**config.mk**
```make
export PLATFORM = sky130hd
export DESIGN_NAME = sstc_ctrl
export DESIGN_NICKNAME = d
export VERILOG_FILES = /design/src/design/sstc_pkg.sv /design/src/design/sstc_ctrl.sv
export SDC_FILE = /design/constraint.sdc
export NUM_CORES = 1
export LEC_CHECK = 0
export BUFFER_PORTS_ARGS = -buffer_cell sky130_fd_sc_hd__buf_4
export CORE_AREA = 2 2 39 41
export CTS_CLUSTER_DIAMETER = 50
export DETAILED_ROUTE_END_ITERATION = 10
export DIE_AREA = 0 0 41 43
export PLACE_DENSITY = 0.59
export SETUP_SLACK_MARGIN = 0.3
export SLEW_MARGIN = 20
export SYNTH_ARGS = -nofsm -noshare
export SYNTH_HDL_FRONTEND = slang
export SYNTH_SLANG_ARGS = --single-unit
export TNS_END_PERCENT = 20
```
**constraint.sdc**
```tcl
create_clock -name clk -period 1.45 [get_ports clk]
set_clock_uncertainty 0.15 [all_clocks]
set_input_delay 0.435 -clock clk [delete_from_list [all_inputs] [get_ports clk]]
set_output_delay 0.435 -clock clk [all_outputs]
set_load 0.01 [all_outputs]
```
**src/design/sstc_pkg.sv**
```systemverilog
// Shared types, codes and constants of the scheduled stepper turn controller.
`timescale 1ns / 1ps

package sstc_pkg;

  localparam logic [16:0] WINDOW_SECONDS = 17'd79200;
  localparam logic [8:0]  DEG_FULL       = 9'd360;
  localparam logic [4:0]  TPD_MIN        = 5'd1;
  localparam logic [4:0]  TPD_MAX        = 5'd24;

  localparam logic [1:0] ACT_TICK    = 2'd0;
  localparam logic [1:0] ACT_MANUAL  = 2'd1;
  localparam logic [1:0] ACT_PRELOAD = 2'd2;

  localparam logic [1:0] REG_ENABLE     = 2'd0;
  localparam logic [1:0] REG_DEGREES    = 2'd1;
  localparam logic [1:0] REG_TURNS      = 2'd2;
  localparam logic [1:0] REG_STEP_DELAY = 2'd3;

  localparam logic        RST_ENABLE     = 1'b0;
  localparam logic [8:0]  RST_DEGREES    = 9'd180;
  localparam logic [4:0]  RST_TURNS      = 5'd5;
  localparam logic [15:0] RST_STEP_DELAY = 16'd500;

  typedef enum logic [2:0] {
    ST_IDLE,
    ST_EVAL,
    ST_MUL,
    ST_DIV,
    ST_OUT
  } state_t;

  typedef struct packed {
    logic capture;
    logic mul_ramp;
    logic mul_steps;
    logic div_start;
    logic do_step;
    logic do_start;
    logic do_preload;
    logic load_out;
  } dp_cmd_t;

  typedef struct packed {
    logic [1:0] action;
    logic       busy;
    logic       step_due;
    logic       in_ramp;
    logic       sched_due;
  } dp_stat_t;

  // Seconds between scheduled turns for a given number of turns per day.
  function automatic logic [16:0] win_for_tpd(input logic [4:0] tpd);
    logic [16:0] w;
    case (tpd)
      5'd1:    w = 17'(WINDOW_SECONDS / 1);
      5'd2:    w = 17'(WINDOW_SECONDS / 2);
      5'd3:    w = 17'(WINDOW_SECONDS / 3);
      5'd4:    w = 17'(WINDOW_SECONDS / 4);
      5'd5:    w = 17'(WINDOW_SECONDS / 5);
      5'd6:    w = 17'(WINDOW_SECONDS / 6);
      5'd7:    w = 17'(WINDOW_SECONDS / 7);
      5'd8:    w = 17'(WINDOW_SECONDS / 8);
      5'd9:    w = 17'(WINDOW_SECONDS / 9);
      5'd10:   w = 17'(WINDOW_SECONDS / 10);
      5'd11:   w = 17'(WINDOW_SECONDS / 11);
      5'd12:   w = 17'(WINDOW_SECONDS / 12);
      5'd13:   w = 17'(WINDOW_SECONDS / 13);
      5'd14:   w = 17'(WINDOW_SECONDS / 14);
      5'd15:   w = 17'(WINDOW_SECONDS / 15);
      5'd16:   w = 17'(WINDOW_SECONDS / 16);
      5'd17:   w = 17'(WINDOW_SECONDS / 17);
      5'd18:   w = 17'(WINDOW_SECONDS / 18);
      5'd19:   w = 17'(WINDOW_SECONDS / 19);
      5'd20:   w = 17'(WINDOW_SECONDS / 20);
      5'd21:   w = 17'(WINDOW_SECONDS / 21);
      5'd22:   w = 17'(WINDOW_SECONDS / 22);
      5'd23:   w = 17'(WINDOW_SECONDS / 23);
      5'd24:   w = 17'(WINDOW_SECONDS / 24);
      default: w = WINDOW_SECONDS;
    endcase
    return w;
  endfunction

endpackage

```
**src/design/sstc_ctrl.sv**
```systemverilog
// Controller state machine that sequences each item through the datapath.
`timescale 1ns / 1ps

module sstc_ctrl import sstc_pkg::*; (
  input  logic     clk,
  input  logic     rst_n,
  input  logic     in_valid,
  output logic     in_stall,
  output logic     out_valid,
  input  logic     out_stall,
  input  dp_stat_t stat,
  output dp_cmd_t  cmd
);

  state_t state_r, state_nxt;
  logic   kind_step_r, kind_step_nxt;
  logic   out_valid_r, out_valid_nxt;

  always_ff @(posedge clk) begin
    if (!rst_n) begin
      state_r     <= ST_IDLE;
      kind_step_r <= 1'b0;
      out_valid_r <= 1'b0;
    end else begin
      state_r     <= state_nxt;
      kind_step_r <= kind_step_nxt;
      out_valid_r <= out_valid_nxt;
    end
  end

  always_comb begin
    state_nxt     = state_r;
    kind_step_nxt = kind_step_r;
    cmd           = '0;
    in_stall      = 1'b1;
    case (state_r)
      ST_IDLE: begin
        in_stall = 1'b0;
        if (in_valid) begin
          cmd.capture = 1'b1;
          state_nxt   = ST_EVAL;
        end
      end
      ST_EVAL: begin
        state_nxt = ST_OUT;
        case (stat.action)
          ACT_TICK: begin
            if (stat.busy) begin
              if (stat.step_due) begin
                if (stat.in_ramp) begin
                  cmd.mul_ramp  = 1'b1;
                  kind_step_nxt = 1'b1;
                  state_nxt     = ST_MUL;
                end else begin
                  cmd.do_step = 1'b1;
                end
              end
            end else if (stat.sched_due) begin
              cmd.mul_steps = 1'b1;
              kind_step_nxt = 1'b0;
              state_nxt     = ST_MUL;
            end
          end
          ACT_MANUAL: begin
            if (!stat.busy) begin
              cmd.mul_steps = 1'b1;
              kind_step_nxt = 1'b0;
              state_nxt     = ST_MUL;
            end
          end
          ACT_PRELOAD: begin
            cmd.do_preload = 1'b1;
          end
          default: ;
        endcase
      end
      ST_MUL: begin
        cmd.div_start = 1'b1;
        state_nxt     = ST_DIV;
      end
      ST_DIV: begin
        cmd.do_step  = kind_step_r;
        cmd.do_start = ~kind_step_r;
        state_nxt    = ST_OUT;
      end
      ST_OUT: begin
        if (!out_valid_r || !out_stall) begin
          cmd.load_out = 1'b1;
          state_nxt    = ST_IDLE;
        end
      end
      default: state_nxt = ST_IDLE;
    endcase
  end

  always_comb begin
    if (cmd.load_out) begin
      out_valid_nxt = 1'b1;
    end else if (!out_stall) begin
      out_valid_nxt = 1'b0;
    end else begin
      out_valid_nxt = out_valid_r;
    end
  end

  assign out_valid = out_valid_r;

endmodule

```
# After elaboration in Yosys (flattened, before gate mapping)
# Index checks and enable logic that the tools add are counted.
[word_totals]
output_inout_bits = 10
wordCells = 65
register_bits = 5
in_bits = 10
[op_classes]
n_reduce_logical = 8
eq_ne = 13
bitwise_logic = 1
muxes = 40
[ops]
columns = ["op", "n"]
rows = [
  ["two-way mux 1 bit", 27],
  ["two-way mux 3 bit", 7],
  ["one-hot mux 3 bit (5 select lines)", 1],
  ["inequality test 3 bit, second input constant", 3],
  ["== test 3 x 2 -> 1 bit, second input constant", 2],
  ["inequality test 2 bit, second input constant", 3],
  ["one-hot mux 1 bit (2 select lines)", 3],
  ["one-hot mux 3 bit (2 select lines)", 1],
  ["AND reduction 6 bit", 1],
  ["== test 3 x 1 -> 1 bit, second input constant", 1],
  ["== test 3 bit, second input constant", 1],
  ["zero test 3 bit", 1],
  ["== test 2 x 1 -> 1 bit, second input constant", 1],
  ["== test 2 bit, second input constant", 1],
  ["zero test 1 bit", 2],
  ["zero test 2 bit", 1],
  ["two-way mux 2 bit", 1],
  ["inequality test 2 x 1 -> 1 bit, second input constant", 1],
  ["AND reduction 2 bit", 1],
  ["nonzero test 2 bit", 1],
  ["logical OR 1 bit", 1],
  ["NOT 1 bit", 1],
]

# Longest topological paths before layout
# Gate-level depths: netlist (run 1).
[logic_depth]
depth_word = 5
ltp_mapped = 4
mapped_depth_nobuf = 3

# Worst setup path after synthesis (run 1)
# No wires, ideal clock.
[synth_timing]
kind = "reg-to-output"
start = "register state_r[1]"
end = "output port cmd[0] in the netlist's numbering"
arrival_ps = 1044
required_ps = 865
path_stages_with_launch = 5
n_path_buf = 2
slack_ps = -179
path_cell_list = "dfxtp_1 -> buf_6 -> or3b_4 -> a21oi_1 -> buf_4"
[synth_lines]
columns = ["element", "line", "text"]
rows = [
  ["from (decl)", "sstc_ctrl.sv:15", "state_t state_r, state_nxt;"],
  ["from (signal assigned)", "sstc_ctrl.sv:25", "state_r <= state_nxt;"],
  ["to (decl)", "sstc_ctrl.sv:12", "output dp_cmd_t cmd"],
]

==> results of run 1 <==
[where the power goes]
group	total (mW)	leakage, nW	internal, mW	switching, mW
clock network	0.169	0.0150	0.105	0.0649
logic	0.133	0.239	0.0825	0.0508
registers	0.154	0.0434	0.143	0.0110
[cell usage after synthesis]
| master | number |
|---|---|
| dfxtp_1 | 5 |
| a21oi_1 | 4 |
| nor2_1 | 4 |
| inv_1 | 3 |
| nand2_1 | 2 |
| nand2b_1 | 2 |
| nor3_1 | 2 |
| a211oi_2 | 1 |
| and2_1 | 1 |
| and3_1 | 1 |
| and3b_1 | 1 |
| and4b_1 | 1 |
| buf_4 | 1 |
| buf_6 | 1 |
| nand3b_1 | 1 |
| nor3b_1 | 1 |
| nor4b_1 | 1 |
| nor4b_2 | 1 |
| o21a_1 | 1 |
| o21ai_1 | 1 |
| o21ba_2 | 1 |
| o22ai_2 | 1 |
| or2b_1 | 1 |
| or3_1 | 1 |
| or3b_4 | 1 |
[logic make-up after synthesis]
kind of cell / synth area share (%)
simple gates: 41.5
flops: 29.6
buf+inv: 8.89
compound gates: 20.0
[area by class of cell]
class	instances	area, µm²	share of cell area, %
Clock buffer	4	26.3	3.93
Multi-Input combinational cell	30	274	40.9
Sequential cell	5	113	16.8
Inverter	3	11.3	1.68
Timing Repair Buffer	28	225	33.6
Tap cell	16	20.0	2.99
[routing by layer]
metal  vias up  track usage, %  share of wire, %  wire (µm)
li1        201               -                 -          -
met1       176            12.6                38        345
met2         8            20.6                56        509
met3         2            3.14               3.8         34
met4         0            12.0               1.5         14
met5         -               0                 0          0
[sequential cells by signal, summed over array words and instances (netlist names)]
name	cells
out_valid	1
state_r	3
kind_step_r	1
[path summary, 6_finish.rpt]
| path | startpoint | to | depth (start not counted) | slack [ns] |
|---|---|---|---|---|
| worst max register to register | state_r[0] | state_r[2] | 4 | 0.06 |
| worst min-delay path | rst_n | state_r[2] | 2 | 0.27 |
| worst max-delay path | state_r[0] | cmd[0] | 3 | -0.38 |
| worst min register to register | state_r[0] | state_r[0] | 1 | 0.32 |
[timing repair]
item	CTS	global route
hold buffers	0	0
endpoints found under the setup margin	14	14
resized for setup	13	9
pin swaps	4	2
[stage by stage]
step                      std cells  utilization (%)  TNS, ns  hold slack [ns]
after global routing             86             48.4    -3.33            0.289
after floorplan                  40                -   -0.597            0.303
after global placement           82             40.1    -1.54            0.318
after detailed placement         82             40.1    -1.58            0.325
after CTS                        86             45.5    -3.00            0.270
final                            86             48.4    -2.78            0.273
==> flow_metrics.py, run 1 <==
metrics = {
    "power_and_ir_drop": {
        "power_density_nw_per_um2": 683,
        "ir_drop_uv": 313,
        "total_power_mw": 0.457,
        "leakagePower_nw": 0.297,
    },
    "drt": {
        "drc": 0,
        "drtIter0Drc": 2,
        "drtPass1Iterations": 4,
        "vias_per_cell": 4.50,
        "wl_um": 904,
        "ant_nets": 0,
        "wl_per_cell_um": 10.5,
        "vias": 387,
    },
    "final_layout": {
        "fin_nets": 81,
        "area_growth_pct": 98.1,
        "final_common_cell": "buf_4",
        "final_layout_size_suffix_gt1_share_pct": 70.0,
        "diodes": 0,
        "mostFrequentLayoutCells": "24 x buf_4, 4 x buf_6, 3 x inv_1, 3 x clkbuf_4, 3 x dfxtp_4",
        "stdcell_area_um2": 669,
        "fill_cells": 149,
    },
    "synth": {
        "synth_fp_nets": 50,
        "synth_top_cell_area_share_pct": 29.6,
        "yosys-top-cells-area": "dfxtp_1 30%, a21oi_1 5.9%, nor2_1 4.4%",
        "yosysSeqAreaShare_pct": 29.6,
        "ys_types": 25,
        "synth.cell_area_um2": 338,
        "synth_area_leader_cell": "dfxtp_1",
        "synth_warnings": 0,
        "synth_area_per_cell_um2": 8.45,
        "ys_seq_elements": 5,
        "netlist_instances": 40,
    },
    "grt": {
        "grt_pass1_vias": 377,
        "grt_max_degree": 8,
        "antenna_found_initial": 0,
        "grt_use_total_pct": 13.0,
        "grt_overflow": 0,
        "grt_pass1_wl_um": 1460,
    },
    "setup_path": {
        "cp_slowest_stage_delay_ns": 0.41,
        "cp_cell_sequence": "or3b_4 > a21oi_2 > buf_4",
        "worstSetupPathType": "flip-flop to primary output",
        "path_max_fanout": 6,
        "cp_top_family": "simple AND/OR/NAND/NOR gates",
        "cp.buffers_inverters": 1,
        "required_ns": 0.87,
        "arrival_ns": 1.25,
        "end_kind": "primary output",
        "startpoint_type": "flip-flop",
        "crit_slowest_cell": "or3b_4",
    },
    "clocking": {
        "root_buffer": "clkbuf_4",
        "numClockSinks": 5,
        "post_cts_buffers": 0,
        "path_clk_slew_ns": 0.05,
        "htree_levels": 1,
        "cts_tree": "built",
        "clk_latency_ns": 0.25,
        "numCtsBuffers": 3,
        "cts_buffer_depth": 2,
    },
    "place": {
        "io_buffers": 19,
        "gp_congestion": 0.680,
        "dpl-instance-area_um2": 556,
        "dp_hpwl_um": 707,
        "pre_cts_ws_ns": -0.309,
    },
    "sta": {
        "fin_crit_ns": 1.83,
        "final_max_slew_viol_count": 0,
        "worst_pin_slew_ns": 0.249,
        "setup_viol": 9,
        "setup_ws_ns": -0.384,
        "rsz0062_at_grt": "yes",
        "hold_viol_final": 0,
        "relSlewSlack_pct": 83.4,
        "timing.final.crit_share_pct": 126,
        "fmax_mhz": 545,
    },
    "status": {
        "status": "finished with violations",
        "violations": "setup timing",
    },
    "die": {
        "core_um2": 1380,
        "die_h_um": 43,
        "row_count": 14,
        "initial_core_util_pct": 24.4,
        "dieArea_um2": 1760,
        "fp.dieW_um": 41,
        "ios": 20,
    },
    "hold_path": {
        "worst_hold_path_type": "input port to flip-flop",
    },
    "flow_run": {
        "cap_violations": 0,
    },
}
Note: power is estimated with default switching activity, not from simulation.
==> inputs of run 2 (changes only) <==
- BUFFER_PORTS_ARGS: -buffer_cell sky130_fd_sc_hd__buf_4 -> -buffer_cell sky130_fd_sc_hd__buf_2
- SETUP_SLACK_MARGIN: 0.3 -> 0.02
==> run 2 against run 1 <==
  * The run still ends with setup timing left
  * Final cell count did not move
  * Sequential share of layout area rose by 0.84 points
  * Via count rose by 2.1%
  * Total power fell by 6.5%
  * Register-to-register slack improved by 0.03 ns
  * Clock-buffer cell count did not move
  * Critical path type unchanged
  * Largest power group unchanged
  * Highest routed layer unchanged
==> flow_metrics.py, run 2 (same netlist as run 1, synthesis figures left out) <==
metrics = {
    "place": {
        "gp_congestion": 0.754,
        "dpl-instance-area_um2": 508,
        "pre_cts_ws_ns": -0.340,
        "io_buffers": 19,
        "place_inst": 82,
        "dp_hpwl_um": 686,
    },
    "die": {
        "fp.dieW_um": 41,
        "core_um2": 1380,
        "ios": 20,
        "die_h_um": 43,
        "initial_core_util_pct": 24.4,
        "row_count": 14,
        "dieArea_um2": 1760,
    },
    "clocking": {
        "htree_levels": 1,
        "numCtsBuffers": 3,
        "cts_tree": "built",
        "clk_latency_ns": 0.24,
        "numClockSinks": 5,
        "root_buffer": "clkbuf_4",
        "cts_buffer_depth": 2,
        "post_cts_buffers": 0,
        "cts.hold.buffers_added": 0,
        "path_clk_slew_ns": 0.04,
    },
    "final_layout": {
        "regMostFlops": "state_r",
        "largest_reg_flops": 3,
        "fin_cells": 86,
        "regArea_um2": 104,
        "area_growth_pct": 74.1,
        "multi_input_area_um2": 251,
        "stdcell_area_um2": 588,
        "fin_nets": 81,
        "final_layout_size_suffix_gt1_share_pct": 67.1,
        "mostFrequentLayoutCells": "17 x buf_2, 9 x buf_4",
        "fin_util_pct": 42.5,
        "final_common_cell": "buf_2",
        "diodes": 0,
        "fill_cells": 151,
    },
    "power_and_ir_drop": {
        "ir_drop_uv": 318,
        "power_density_nw_per_um2": 727,
        "total_power_mw": 0.427,
        "leakagePower_nw": 0.280,
    },
    "grt": {
        "grt_pass1_wl_um": 1390,
        "grt_max_degree": 7,
        "grt_overflow": 0,
        "grt_use_total_pct": 11.7,
        "grt_pass1_vias": 371,
        "antenna_found_initial": 0,
    },
    "setup_path": {
        "end_kind": "primary output",
        "startpoint_type": "flip-flop",
        "required_ns": 0.87,
        "critPathLaunch": "state_r[2]",
        "reg2reg_depth": 4,
        "arrival_ns": 1.23,
        "worstSetupPathType": "flip-flop to primary output",
        "r2r_start": "state_r[2]",
        "path_max_fanout": 5,
    },
    "drt": {
        "ant_nets": 0,
        "drtPass1Iterations": 1,
        "drtIter0Drc": 0,
        "drc": 0,
        "vias": 395,
        "wl_per_cell_um": 9.58,
        "vias_per_cell": 4.59,
        "wl_um": 824,
    },
    "status": {
        "status": "finished with violations",
        "violations": "setup timing",
    },
    "sta": {
        "hold_viol_final": 0,
        "final_max_slew_viol_count": 0,
        "setup_ws_ns": -0.364,
        "fin_crit_ns": 1.81,
        "timing.final.crit_share_pct": 125,
        "holdWs_ns": 0.289,
        "tns_ns": -2.79,
        "rsz0062_at_grt": "yes",
        "setup_viol": 9,
        "fmax_mhz": 551,
        "relSlewSlack_pct": 82.4,
        "worst_pin_slew_ns": 0.262,
    },
    "hold_path": {
        "worst_hold_path_type": "input port to flip-flop",
        "hold-path-cell-count": 2,
        "min-delay-start": "rst_n",
    },
    "flow_run": {
        "cap_violations": 0,
    },
}
run 2: cell count changes in the layout (fill, tap and decap cells not counted), moves of 2 or more:
| cell | delta |
|---|---|
| buf_4 | -15 |
| buf_6 | -2 |
| dfxtp_2 | +2 |
| dfxtp_4 | -3 |
| buf_2 | +17 |
run 2: final timing paths:
path | endpoint | slack (ns)
hold / removal | state_r[2] | 0.29
hold reg to reg | state_r[0] | 0.33
setup reg to reg | state_r[2] | 0.09
setup / recovery | cmd[7] | -0.36
run 2: critical path, cell delays in order (launching register included):
cell and delay (ns):
dfxtp_2 0.34, buf_4 0.13, or3_4 0.32, nor2_2 0.07, buf_2 0.13
run 2: repair_timing:
action	4_1_cts	5_1_grt
endpoints found under the setup margin	9	9
pin swaps	2	1
resized for setup	12	2
run 2: layout make-up:
class                      count  share of cell area (%)
multi-input combinational     30                    42.8
timing repair buffer          28                    29.8
sequential                     5                    17.7
clock buffer                   4                    4.47
tap                           16                    3.40
inverter                       3                    1.91
run 2: routing by layer:
layer / track usage [%] / part of all wire (%) / up-vias
met2: 18.4 / 51 / 13
met3: 3.66 / 6.8 / 2
met4: 8.00 / 1.2 / 0
met5: 0 / 0 / -
met1: 12.4 / 41 / 179
li1: - / - / 201
run 2: power by group:
part	leakage [nW]	switching, mW	total [mW]	internal [mW]
Clock	0.0150	0.0569	0.161	0.104
Sequential	0.0420	0.00919	0.155	0.146
Combinational	0.223	0.0462	0.111	0.0650
