[src/design/sstc_pkg.sv]
// Shared types, codes and constants of the scheduled stepper turn controller.
`timescale 1ns / 1ps

package sstc_pkg;

  localparam logic [16:0] WINDOW_SECONDS = 17'd79200;
  localparam logic [8:0]  DEG_FULL       = 9'd360;
  localparam logic [4:0]  TPD_MIN        = 5'd1;
  localparam logic [4:0]  TPD_MAX        = 5'd24;

  localparam logic [1:0] ACT_TICK    = 2'd0;
  localparam logic [1:0] ACT_MANUAL  = 2'd1;
  localparam logic [1:0] ACT_PRELOAD = 2'd2;

  localparam logic [1:0] REG_ENABLE     = 2'd0;
  localparam logic [1:0] REG_DEGREES    = 2'd1;
  localparam logic [1:0] REG_TURNS      = 2'd2;
  localparam logic [1:0] REG_STEP_DELAY = 2'd3;

  localparam logic        RST_ENABLE     = 1'b0;
  localparam logic [8:0]  RST_DEGREES    = 9'd180;
  localparam logic [4:0]  RST_TURNS      = 5'd5;
  localparam logic [15:0] RST_STEP_DELAY = 16'd500;

  typedef enum logic [2:0] {
    ST_IDLE,
    ST_EVAL,
    ST_MUL,
    ST_DIV,
    ST_OUT
  } state_t;

  typedef struct packed {
    logic capture;
    logic mul_ramp;
    logic mul_steps;
    logic div_start;
    logic do_step;
    logic do_start;
    logic do_preload;
    logic load_out;
  } dp_cmd_t;

  typedef struct packed {
    logic [1:0] action;
    logic       busy;
    logic       step_due;
    logic       in_ramp;
    logic       sched_due;
  } dp_stat_t;

  // Seconds between scheduled turns for a given number of turns per day.
  function automatic logic [16:0] win_for_tpd(input logic [4:0] tpd);
    logic [16:0] w;
    case (tpd)
      5'd1:    w = 17'(WINDOW_SECONDS / 1);
      5'd2:    w = 17'(WINDOW_SECONDS / 2);
      5'd3:    w = 17'(WINDOW_SECONDS / 3);
      5'd4:    w = 17'(WINDOW_SECONDS / 4);
      5'd5:    w = 17'(WINDOW_SECONDS / 5);
      5'd6:    w = 17'(WINDOW_SECONDS / 6);
      5'd7:    w = 17'(WINDOW_SECONDS / 7);
      5'd8:    w = 17'(WINDOW_SECONDS / 8);
      5'd9:    w = 17'(WINDOW_SECONDS / 9);
      5'd10:   w = 17'(WINDOW_SECONDS / 10);
      5'd11:   w = 17'(WINDOW_SECONDS / 11);
      5'd12:   w = 17'(WINDOW_SECONDS / 12);
      5'd13:   w = 17'(WINDOW_SECONDS / 13);
      5'd14:   w = 17'(WINDOW_SECONDS / 14);
      5'd15:   w = 17'(WINDOW_SECONDS / 15);
      5'd16:   w = 17'(WINDOW_SECONDS / 16);
      5'd17:   w = 17'(WINDOW_SECONDS / 17);
      5'd18:   w = 17'(WINDOW_SECONDS / 18);
      5'd19:   w = 17'(WINDOW_SECONDS / 19);
      5'd20:   w = 17'(WINDOW_SECONDS / 20);
      5'd21:   w = 17'(WINDOW_SECONDS / 21);
      5'd22:   w = 17'(WINDOW_SECONDS / 22);
      5'd23:   w = 17'(WINDOW_SECONDS / 23);
      5'd24:   w = 17'(WINDOW_SECONDS / 24);
      default: w = WINDOW_SECONDS;
    endcase
    return w;
  endfunction

endpackage

[src/design/sstc_div.sv]
// Registered division by a constant through multiplication with a scaled reciprocal.
`timescale 1ns / 1ps

module sstc_div #(
  parameter int DIVIDEND_W = 21,
  parameter int DIVISOR    = 20,
  parameter int QUOTIENT_W = 16
) (
  input  logic                  clk,
  input  logic                  start,
  input  logic [DIVIDEND_W-1:0] dividend,
  output logic [QUOTIENT_W-1:0] quotient
);

  // The rounded-up reciprocal scaled by this shift gives the exact quotient for any dividend.
  localparam int              SHIFT   = DIVIDEND_W + $clog2(DIVISOR);
  localparam int              RECIP_W = DIVIDEND_W + 1;
  localparam int              PROD_W  = DIVIDEND_W + RECIP_W;
  localparam longint unsigned RECIP   =
    ((64'd1 << SHIFT) + 64'(DIVISOR) - 64'd1) / 64'(DIVISOR);

  logic [PROD_W-1:0]     prod;
  logic [QUOTIENT_W-1:0] quo_r, quo_nxt;

  assign prod    = PROD_W'(dividend) * PROD_W'(RECIP);
  assign quo_nxt = start ? QUOTIENT_W'(prod >> SHIFT) : quo_r;

  always_ff @(posedge clk) begin
    quo_r <= quo_nxt;
  end

  assign quotient = quo_r;

endmodule

[src/design/sstc_datapath.sv]
// Datapath: configuration registers, turn state, ramp and step arithmetic, result register.
`timescale 1ns / 1ps

module sstc_datapath import sstc_pkg::*; #(
  parameter int MOTOR_STEPS = 200,
  parameter int ACCEL_STEPS = 20
) (
  input  logic        clk,
  input  logic        rst_n,
  input  dp_cmd_t     cmd,
  output dp_stat_t    stat,
  input  logic        psel,
  input  logic        penable,
  input  logic        pwrite,
  input  logic [3:0]  paddr,
  input  logic [31:0] pwdata,
  output logic [31:0] prdata,
  input  logic [1:0]  in_action,
  input  logic [31:0] in_now_us,
  input  logic [16:0] in_day_seconds,
  input  logic        in_count_as_turn,
  input  logic [7:0]  in_turns_value,
  output logic        out_step_pulse,
  output logic [15:0] out_extra_delay_us,
  output logic        out_direction,
  output logic        out_driver_on,
  output logic        out_turning,
  output logic        out_turn_done,
  output logic [7:0]  out_completed_count,
  output logic [16:0] out_seconds_to_next
);

  localparam int SPR_W   = $clog2(MOTOR_STEPS + 1);
  localparam int ACC_W   = $clog2(ACCEL_STEPS + 1);
  localparam int RAMP_PW = 16 + ACC_W;
  localparam int STEP_PW = 9 + SPR_W;
  localparam int DIV_W   = (RAMP_PW > STEP_PW) ? RAMP_PW : STEP_PW;

  logic        enable_r, enable_nxt;
  logic [8:0]  deg_r, deg_nxt;
  logic [4:0]  tpd_r, tpd_nxt;
  logic [15:0] delay_r, delay_nxt;

  logic        busy_r, busy_nxt;
  logic        dir_r, dir_nxt;
  logic [7:0]  turns_r, turns_nxt;
  logic [15:0] steps_r, steps_nxt;
  logic [15:0] ramp_r, ramp_nxt;
  logic [31:0] last_r, last_nxt;
  logic        test_r, test_nxt;

  logic [1:0]  act_r, act_nxt;
  logic [31:0] now_r, now_nxt;
  logic [16:0] day_r, day_nxt;
  logic        counted_r, counted_nxt;
  logic [7:0]  tval_r, tval_nxt;

  logic        res_pulse_r, res_pulse_nxt;
  logic [15:0] res_extra_r, res_extra_nxt;
  logic        res_done_r, res_done_nxt;

  logic [DIV_W-1:0] mul_r, mul_nxt;

  logic        o_pulse_r, o_pulse_nxt;
  logic [15:0] o_extra_r, o_extra_nxt;
  logic        o_dir_r, o_dir_nxt;
  logic        o_busy_r, o_busy_nxt;
  logic        o_done_r, o_done_nxt;
  logic [7:0]  o_count_r, o_count_nxt;
  logic [16:0] o_wait_r, o_wait_nxt;

  logic               cfg_wr;
  logic [8:0]         wr_deg;
  logic [4:0]         wr_tpd;
  logic [15:0]        phase;
  logic [ACC_W-1:0]   acc_left;
  logic [RAMP_PW-1:0] ramp_prod;
  logic [STEP_PW-1:0] step_prod;
  logic [4:0]         next_idx;
  logic [21:0]        nt_prod;
  logic [16:0]        nt;
  logic               sched_open;
  logic [31:0]        elapsed;
  logic [15:0]        steps_dec;
  logic [15:0]        start_steps;
  logic               start_counted;
  logic [15:0]        quot_ramp;
  logic [15:0]        quot_steps;

  assign cfg_wr = psel & penable & pwrite;
  assign wr_deg = (pwdata[8:0] > DEG_FULL) ? DEG_FULL : pwdata[8:0];
  assign wr_tpd = (pwdata[4:0] < TPD_MIN) ? TPD_MIN :
                  (pwdata[4:0] > TPD_MAX) ? TPD_MAX : pwdata[4:0];

  assign phase     = (ramp_r < steps_r) ? ramp_r : steps_r;
  assign acc_left  = ACC_W'(ACCEL_STEPS) - phase[ACC_W-1:0];
  assign ramp_prod = RAMP_PW'(delay_r) * RAMP_PW'(acc_left);
  assign step_prod = STEP_PW'(deg_r) * STEP_PW'(MOTOR_STEPS);

  assign next_idx   = turns_r[4:0] + 5'd1;
  assign nt_prod    = 22'(next_idx) * 22'(win_for_tpd(tpd_r));
  assign nt         = nt_prod[16:0];
  assign sched_open = enable_r && (turns_r < {3'b000, tpd_r});
  assign elapsed    = now_r - last_r;
  assign steps_dec  = steps_r - 16'd1;

  assign start_steps   = quot_steps;
  assign start_counted = (act_r == ACT_MANUAL) ? counted_r : 1'b1;

  sstc_div #(
    .DIVIDEND_W(RAMP_PW),
    .DIVISOR   (ACCEL_STEPS),
    .QUOTIENT_W(16)
  ) u_div_ramp (
    .clk     (clk),
    .start   (cmd.div_start),
    .dividend(mul_r[RAMP_PW-1:0]),
    .quotient(quot_ramp)
  );

  sstc_div #(
    .DIVIDEND_W(STEP_PW),
    .DIVISOR   (int'(DEG_FULL)),
    .QUOTIENT_W(16)
  ) u_div_steps (
    .clk     (clk),
    .start   (cmd.div_start),
    .dividend(mul_r[STEP_PW-1:0]),
    .quotient(quot_steps)
  );

  always_comb begin
    stat.action    = act_r;
    stat.busy      = busy_r;
    stat.step_due  = elapsed >= {16'd0, delay_r};
    stat.in_ramp   = phase < 16'(ACCEL_STEPS);
    stat.sched_due = sched_open && (day_r >= nt);
  end

  always_comb begin
    case (paddr[3:2])
      REG_ENABLE:     prdata = {31'd0, enable_r};
      REG_DEGREES:    prdata = {23'd0, deg_r};
      REG_TURNS:      prdata = {27'd0, tpd_r};
      REG_STEP_DELAY: prdata = {16'd0, delay_r};
      default:        prdata = '0;
    endcase
  end

  always_comb begin
    enable_nxt    = enable_r;
    deg_nxt       = deg_r;
    tpd_nxt       = tpd_r;
    delay_nxt     = delay_r;
    busy_nxt      = busy_r;
    dir_nxt       = dir_r;
    turns_nxt     = turns_r;
    steps_nxt     = steps_r;
    ramp_nxt      = ramp_r;
    last_nxt      = last_r;
    test_nxt      = test_r;
    act_nxt       = act_r;
    now_nxt       = now_r;
    day_nxt       = day_r;
    counted_nxt   = counted_r;
    tval_nxt      = tval_r;
    res_pulse_nxt = res_pulse_r;
    res_extra_nxt = res_extra_r;
    res_done_nxt  = res_done_r;
    mul_nxt       = mul_r;
    o_pulse_nxt   = o_pulse_r;
    o_extra_nxt   = o_extra_r;
    o_dir_nxt     = o_dir_r;
    o_busy_nxt    = o_busy_r;
    o_done_nxt    = o_done_r;
    o_count_nxt   = o_count_r;
    o_wait_nxt    = o_wait_r;

    if (cfg_wr) begin
      case (paddr[3:2])
        REG_ENABLE:     enable_nxt = pwdata[0];
        REG_DEGREES:    deg_nxt = wr_deg;
        REG_TURNS:      tpd_nxt = wr_tpd;
        REG_STEP_DELAY: delay_nxt = pwdata[15:0];
        default: ;
      endcase
    end

    if (cmd.capture) begin
      act_nxt       = in_action;
      now_nxt       = in_now_us;
      day_nxt       = in_day_seconds;
      counted_nxt   = in_count_as_turn;
      tval_nxt      = in_turns_value;
      res_pulse_nxt = 1'b0;
      res_extra_nxt = '0;
      res_done_nxt  = 1'b0;
    end

    if (cmd.mul_ramp) begin
      mul_nxt = DIV_W'(ramp_prod);
    end
    if (cmd.mul_steps) begin
      mul_nxt = DIV_W'(step_prod);
    end

    if (cmd.do_step) begin
      res_pulse_nxt = 1'b1;
      res_extra_nxt = stat.in_ramp ? quot_ramp : 16'd0;
      last_nxt      = now_r;
      steps_nxt     = steps_dec;
      ramp_nxt      = ramp_r + 16'd1;
      if (steps_dec == 16'd0) begin
        busy_nxt     = 1'b0;
        dir_nxt      = ~dir_r;
        test_nxt     = 1'b0;
        res_done_nxt = 1'b1;
        if (!test_r) begin
          turns_nxt = turns_r + 8'd1;
        end
      end
    end

    if (cmd.do_start) begin
      steps_nxt = start_steps;
      ramp_nxt  = '0;
      last_nxt  = now_r;
      if (start_steps == 16'd0) begin
        busy_nxt     = 1'b0;
        dir_nxt      = ~dir_r;
        test_nxt     = 1'b0;
        res_done_nxt = 1'b1;
        if (start_counted) begin
          turns_nxt = turns_r + 8'd1;
        end
      end else begin
        busy_nxt = 1'b1;
        test_nxt = ~start_counted;
      end
    end

    if (cmd.do_preload) begin
      turns_nxt = tval_r;
    end

    if (cmd.load_out) begin
      o_pulse_nxt = res_pulse_r;
      o_extra_nxt = res_extra_r;
      o_dir_nxt   = dir_r;
      o_busy_nxt  = busy_r;
      o_done_nxt  = res_done_r;
      o_count_nxt = turns_r;
      o_wait_nxt  = (sched_open && (day_r < nt)) ? (nt - day_r) : 17'd0;
    end
  end

  always_ff @(posedge clk) begin
    if (!rst_n) begin
      enable_r <= RST_ENABLE;
      deg_r    <= RST_DEGREES;
      tpd_r    <= RST_TURNS;
      delay_r  <= RST_STEP_DELAY;
      busy_r   <= 1'b0;
      dir_r    <= 1'b0;
      turns_r  <= '0;
      steps_r  <= '0;
      ramp_r   <= '0;
      last_r   <= '0;
      test_r   <= 1'b0;
    end else begin
      enable_r <= enable_nxt;
      deg_r    <= deg_nxt;
      tpd_r    <= tpd_nxt;
      delay_r  <= delay_nxt;
      busy_r   <= busy_nxt;
      dir_r    <= dir_nxt;
      turns_r  <= turns_nxt;
      steps_r  <= steps_nxt;
      ramp_r   <= ramp_nxt;
      last_r   <= last_nxt;
      test_r   <= test_nxt;
    end
  end

  always_ff @(posedge clk) begin
    act_r       <= act_nxt;
    now_r       <= now_nxt;
    day_r       <= day_nxt;
    counted_r   <= counted_nxt;
    tval_r      <= tval_nxt;
    res_pulse_r <= res_pulse_nxt;
    res_extra_r <= res_extra_nxt;
    res_done_r  <= res_done_nxt;
    mul_r       <= mul_nxt;
    o_pulse_r   <= o_pulse_nxt;
    o_extra_r   <= o_extra_nxt;
    o_dir_r     <= o_dir_nxt;
    o_busy_r    <= o_busy_nxt;
    o_done_r    <= o_done_nxt;
    o_count_r   <= o_count_nxt;
    o_wait_r    <= o_wait_nxt;
  end

  assign out_step_pulse      = o_pulse_r;
  assign out_extra_delay_us  = o_extra_r;
  assign out_direction       = o_dir_r;
  assign out_driver_on       = o_busy_r;
  assign out_turning         = o_busy_r;
  assign out_turn_done       = o_done_r;
  assign out_completed_count = o_count_r;
  assign out_seconds_to_next = o_wait_r;

endmodule

[config.mk]
export PLATFORM = sky130hd
export DESIGN_NAME = sstc_datapath
export DESIGN_NICKNAME = d
export VERILOG_FILES = /design/src/design/sstc_pkg.sv /design/src/design/sstc_div.sv /design/src/design/sstc_datapath.sv
export SDC_FILE = /design/constraint.sdc
export NUM_CORES = 2
export LEC_CHECK = 0
export BUFFER_PORTS_ARGS = -buffer_cell sky130_fd_sc_hd__clkbuf_2
export CELL_PAD_IN_SITES_DETAIL_PLACEMENT = 0
export CELL_PAD_IN_SITES_GLOBAL_PLACEMENT = 2
export CORE_UTILIZATION = 41
export DETAILED_ROUTE_END_ITERATION = 8
export PLACE_DENSITY_LB_ADDON = 0.15
export SYNTH_ARGS = -nofsm -noshare
export SYNTH_HDL_FRONTEND = slang
export SYNTH_HIERARCHICAL = 1
export SYNTH_SLANG_ARGS = --single-unit
export TNS_END_PERCENT = 30
[constraint.sdc]
create_clock -name clk -period 10.3 [get_ports clk]
set_clock_uncertainty 0.2 [all_clocks]
set_input_delay 2.575 -clock clk [delete_from_list [all_inputs] [get_ports clk]]
set_output_delay 2.575 -clock clk [all_outputs]
set_load 0.1 [all_outputs]
Word-level counts from Yosys, hierarchy flattened
Memory sizes are Yosys's and may differ from the RTL's. A register that Yosys moved wholly into a read port is not among the register bits.
Index checks and enable logic that the tools add are counted.

word-level totals
  bits in registers = 275
  logic and storage cells = 116
  memory bits (read-only) = 544
  output and inout bits = 84
  input bits = 109
  memories = 1

operators by class
  muxes and demuxes = 39
  equality and inequality tests = 4
  bitwise operators = 5
  $lt $le $gt $ge = 9
  reductions and logical operators = 16
  add/subtract/negate cells = 7
  multiply operators = 5

memory list
  memory            depth  width  rd ports  clocked after Yosys merged registers in  wr ports  RTL line        text
  (name not given)  32     17     1         1                                        0         sstc_pkg.sv:55  case (tpd)

operators by type and width
  kind                                                                    number
  32-bit one-hot mux with 4 select lines                                  1
  16-bit 2-to-1 mux                                                       6
  32-bit 2-to-1 mux                                                       2
  8-bit 2-to-1 mux                                                        7
  21-bit by 20-bit multiplier with 40-bit output (second input constant)  1
  17-bit by 17-bit multiplier with 34-bit output (second input constant)  1
  17-bit 2-to-1 mux                                                       2
  32-bit by 16-bit >= comparator with 1-bit output                        1
  16-bit logical NOT                                                      2
  32-bit subtractor                                                       1
  16-bit by 5-bit multiplier with 21-bit output                           1
  5-bit 2-to-1 mux                                                        4
  17-bit >= comparator                                                    1
  17-bit < comparator                                                     1
  5-bit by 17-bit multiplier with 17-bit output                           1
  17-bit subtractor                                                       1
  16-bit by 1-bit adder with 16-bit output (second input constant)        1
  16-bit < comparator                                                     1
  16-bit by 5-bit < comparator with 1-bit output (second input constant)  1
  1-bit 2-to-1 mux                                                        16
  16-bit by 1-bit subtractor with 16-bit output (second input constant)   1
  9-bit by 5-bit multiplier with 14-bit output (second input constant)    1
  2-bit AND reduction                                                     5
  9-bit greater-than comparator (second input constant)                   1
  other kinds (15)                                                        25

Logic depth before layout (Yosys ltp)
  word-level depth = 8
  gate-level depth with buffers = 32
  mapped depth without buffers = 31

Cells and area by module
Netlist, hierarchy kept.

modules (own cells, without submodules)
  module                   area an instance (um^2)  times used  cells each
  sstc_datapath            19297.3                  1           2097
  sstc_div at u_div_ramp   8156.6                   1           826
  sstc_div at u_div_steps  5337.6                   1           564

Worst setup path before layout
OpenSTA, ideal clock, no wires.

  path type = register -> output
  from = reg turns_r[0]
  to = out stat[0] in the netlist's numbering
  required time = 7.525 ns
  slack = 0.350 ns
  cell stages (with the launch flop) = 28
  data arrival time = 7.175 ns
  cell sequence = dfxtp_1 > clkbuf_1 > and3_1 > xor2_1 > clkbuf_1 > nand2_1 > fa_1 > fa_1 > fa_1 > inv_1 > ha_1 > nor2b_1 > o21ai_0 > a21boi_0 > o21ai_0 > a21oi_1 > a41o_1 > o41ai_1 > o21ai_0 > xnor2_1 > ha_1 > nand2_1 > nor4_1 > nand4_1 > nand3_1 > a211o_1 > nand2_1 > nor2_1

RTL lines
  what                    RTL line              text
  start, declared         sstc_datapath.sv:46   logic [7:0] turns_r, turns_nxt;
  start signal, assigned  sstc_datapath.sv:277  turns_r <= turns_nxt;
  end, declared           sstc_datapath.sv:11   output dp_stat_t stat,

==> reports/qor.yml <==
hpwl_um: 69900
grt_pass1_wl_um: 138000
portBuffers: 158
die_area_um2: 81100
finalSetupViolCount: 0
clk_latency_ps: 540
hold_viol: 0
end_kind: "primary output"
synth_edf_count: 160
async_flop_share_pct: 0
cap_violations: 0
worstHoldPathType: "reg -> reg"
synthFlopType: "edfxtp_1"
grt_overflow: 0
grt_start_max_net_pins: 71
clk_pin_slew_ps: 60
slew_viol_final: 0
cpMaxStageDelayCell: "fa_1"
synth-seq-cells: 292
worstSetupPathType: "reg -> out"
wl_per_cell_um: 18.2
fmax_mhz: 101
clockBufferDepth: 3
start_util_pct: 41.5
cts_hold_buf: 0
syn-cell-area_um2: 32800
nFillCells: 7681
tightest_slew_ps: 1280
h-tree-depth: 2
io_pins: 193
finalWirelength_um: 85000
fp.dieH_um: 285
finalCritPeriodShare_pct: 95.8
die_x_um: 285
tritoncts: "yes"
avgSynthCellArea_um2: 9.40
num_rows: 103
dpl_cell_area_um2: 34500
ys_types: 96
slowest_delay_ps: 550
yosysSeqAreaShare_pct: 22.7
drc: 0
worst_ep_required_time_ps: 7530
synthCells: 3487
firstDrtPassIters: 6
num_vias: 24300
gp_congestion: 0.882
cts_setup_buffers: 0
cts_buffers: 34
first_iter_violations: 1235
core_um2: 79000
root_buffer: "clkbuf_16"
grtUsageTotal_pct: 21.3
fin_nets: 4526
startpoint_type: "register"
crit_buf_inv: 2
grt_antenna_before_repair: 2
relSlewSlack_pct: 14.7
critPathTopFamily: "adder cells"
status: "finished clean"
via_per_inst: 5.19
yosysWarningCount: 6
area_delta_synth_final_pct: 9.24
crit_arrival_ps: 7100
layout-drive-gt1-share_pct: 7.63
crit_fanout: 7
cts.sinks: 292
num_antenna_cells: 0
grt_pass1_vias: 25400
min_period_ps: 9870
postRouteAntennaNets: 0
fin_area_um2: 35800
-- routing by layer --
metal | track usage [%] | part of all wire (%) | vias to the layer above
met2 | 36.8 | 49 | 366
met4 | 4.50 | 1.8 | 4
met3 | 2.54 | 3.4 | 73
met5 | 0 | 0.026 | -
met1 | 28.5 | 46 | 12000
li1 | - | - | 11900
-- cells in the final DEF, fill, tap and decap left out, types with 43 or more instances in the layout --
master	n
o21ai_0	112
nor2_1	127
clkbuf_2	155
edfxtp_1	160
and2_1	94
nand3_1	43
a21o_1	59
a21boi_0	49
xnor2_1	99
inv_1	621
a21oi_1	162
ha_1	506
dfxtp_1	132
fa_1	308
xor2_1	69
nand2_1	302
-- final cells by class --
| class | instances | area, µm² | share of cell area (%) |
|---|---|---|---|
| Clock buffer | 46 | 990 | 2.76 |
| Clock inverter | 16 | 226 | 0.632 |
| Inverter | 625 | 2350 | 6.55 |
| Multi-Input combinational cell | 2480 | 22600 | 63.1 |
| Sequential cell | 292 | 7450 | 20.8 |
| Tap cell | 1050 | 1310 | 3.67 |
| Timing Repair Buffer | 170 | 906 | 2.53 |
-- cells by family (layout without fill, tap and decap cells) --
family,Yosys count,count (layout),synth area share (%)
AND/OR/NAND/NOR,831,831,12.4
adder cells (fa/ha/maj),814,814,38.1
buffers and inverters,736,857,8.81
AO/OA/AOI/OAI,617,617,12.5
flip-flops,292,292,22.7
XOR/XNOR,169,169,4.51
multiplexers,26,26,0.843
other,2,23,0.0229
-- repair_timing --
item / in CTS / in global routing
pin swaps: 0 / 1
gates resized for setup: 2 / 9
setup endpoints to repair: 1 / 1
-- flip-flops by register name (all words and copies together), names as in the netlist, 16 cells and up, named ones only --
| signal | flops |
|---|---|
| out_extra_delay_us | 16 |
| ramp_r | 16 |
| mul_r | 21 |
| steps_r | 16 |
| delay_r | 16 |
| out_seconds_to_next | 17 |
| u_div_ramp/quotient | 16 |
| now_r | 32 |
| last_r | 32 |
| day_r | 17 |
| res_extra_r | 16 |
-- stage by stage --
step	hold WS [ps]	instances	util, %	worst slack, ps	setup TNS [ps]
after CTS	217	4679	45.3	15.9	0
after global routing	228	4679	45.3	-1.93	-1.93
after detailed placement	205	4617	43.7	335	0
final	217	4679	45.3	430	0
after floorplan	200	3508	-	350	0
after global placement	201	4617	43.7	478	0
-- path summary, 6_finish.rpt --
path                                startpoint                               to  slack (ps)  cells after the start
setup / recovery         turns_r[1]$_SDFF_PN0_                          stat[0]         430                     27
hold reg to reg   res_extra_r[6]$_SDFFCE_PP0P_  out_extra_delay_us[6]$_DFFE_PP_         220                      0
setup reg to reg       steps_r[5]$_SDFFE_PN0P_           mul_r[20]$_SDFFE_PP0P_        1890                     30
hold / removal    res_extra_r[6]$_SDFFCE_PP0P_  out_extra_delay_us[6]$_DFFE_PP_         220                      0
-- Yosys cell counts (5+ instances only) --
| cell type | instances | area (µm²) |
|---|---|---|
| xor2_1 | 70 | 613 |
| buf_4 | 27 | 203 |
| fa_1 | 308 | 6170 |
| o31a_1 | 6 | 52.6 |
| o211ai_1 | 26 | 195 |
| a211oi_1 | 27 | 203 |
| buf_2 | 7 | 35.0 |
| nor2b_1 | 31 | 194 |
| o21ai_0 | 114 | 571 |
| a31oi_1 | 17 | 106 |
| nor2_1 | 129 | 484 |
| o211a_1 | 14 | 140 |
| a311oi_1 | 6 | 52.6 |
| dfxtp_1 | 132 | 2640 |
| a21boi_0 | 49 | 368 |
| a21o_1 | 59 | 443 |
| buf_1 | 5 | 18.8 |
| nor4_1 | 19 | 119 |
| a22o_1 | 7 | 61.3 |
| a221oi_1 | 7 | 61.3 |
| nand4_1 | 40 | 250 |
| inv_1 | 621 | 2330 |
| xnor2_1 | 99 | 867 |
| and2_1 | 94 | 588 |
| edfxtp_1 | 160 | 4800 |
| a31o_2 | 6 | 52.6 |
| o31ai_1 | 10 | 75.1 |
| or3_1 | 18 | 113 |
| and3_1 | 36 | 225 |
| nand3_1 | 43 | 215 |
| o21a_1 | 16 | 120 |
| clkbuf_1 | 70 | 263 |
| nand2b_1 | 37 | 231 |
| a41oi_1 | 5 | 43.8 |
| or2_2 | 16 | 100 |
| o21bai_1 | 16 | 120 |
| nor3_1 | 39 | 195 |
| ha_1 | 506 | 6330 |
| o41ai_1 | 6 | 52.6 |
| a21oi_1 | 163 | 816 |
| o21ai_1 | 7 | 35.0 |
| mux2i_1 | 22 | 220 |
| nand2_1 | 303 | 1140 |
Power is left out: the tool's default activity adds up to more than one toggle a clock period on the data nets, which glitch-free logic cannot reach.
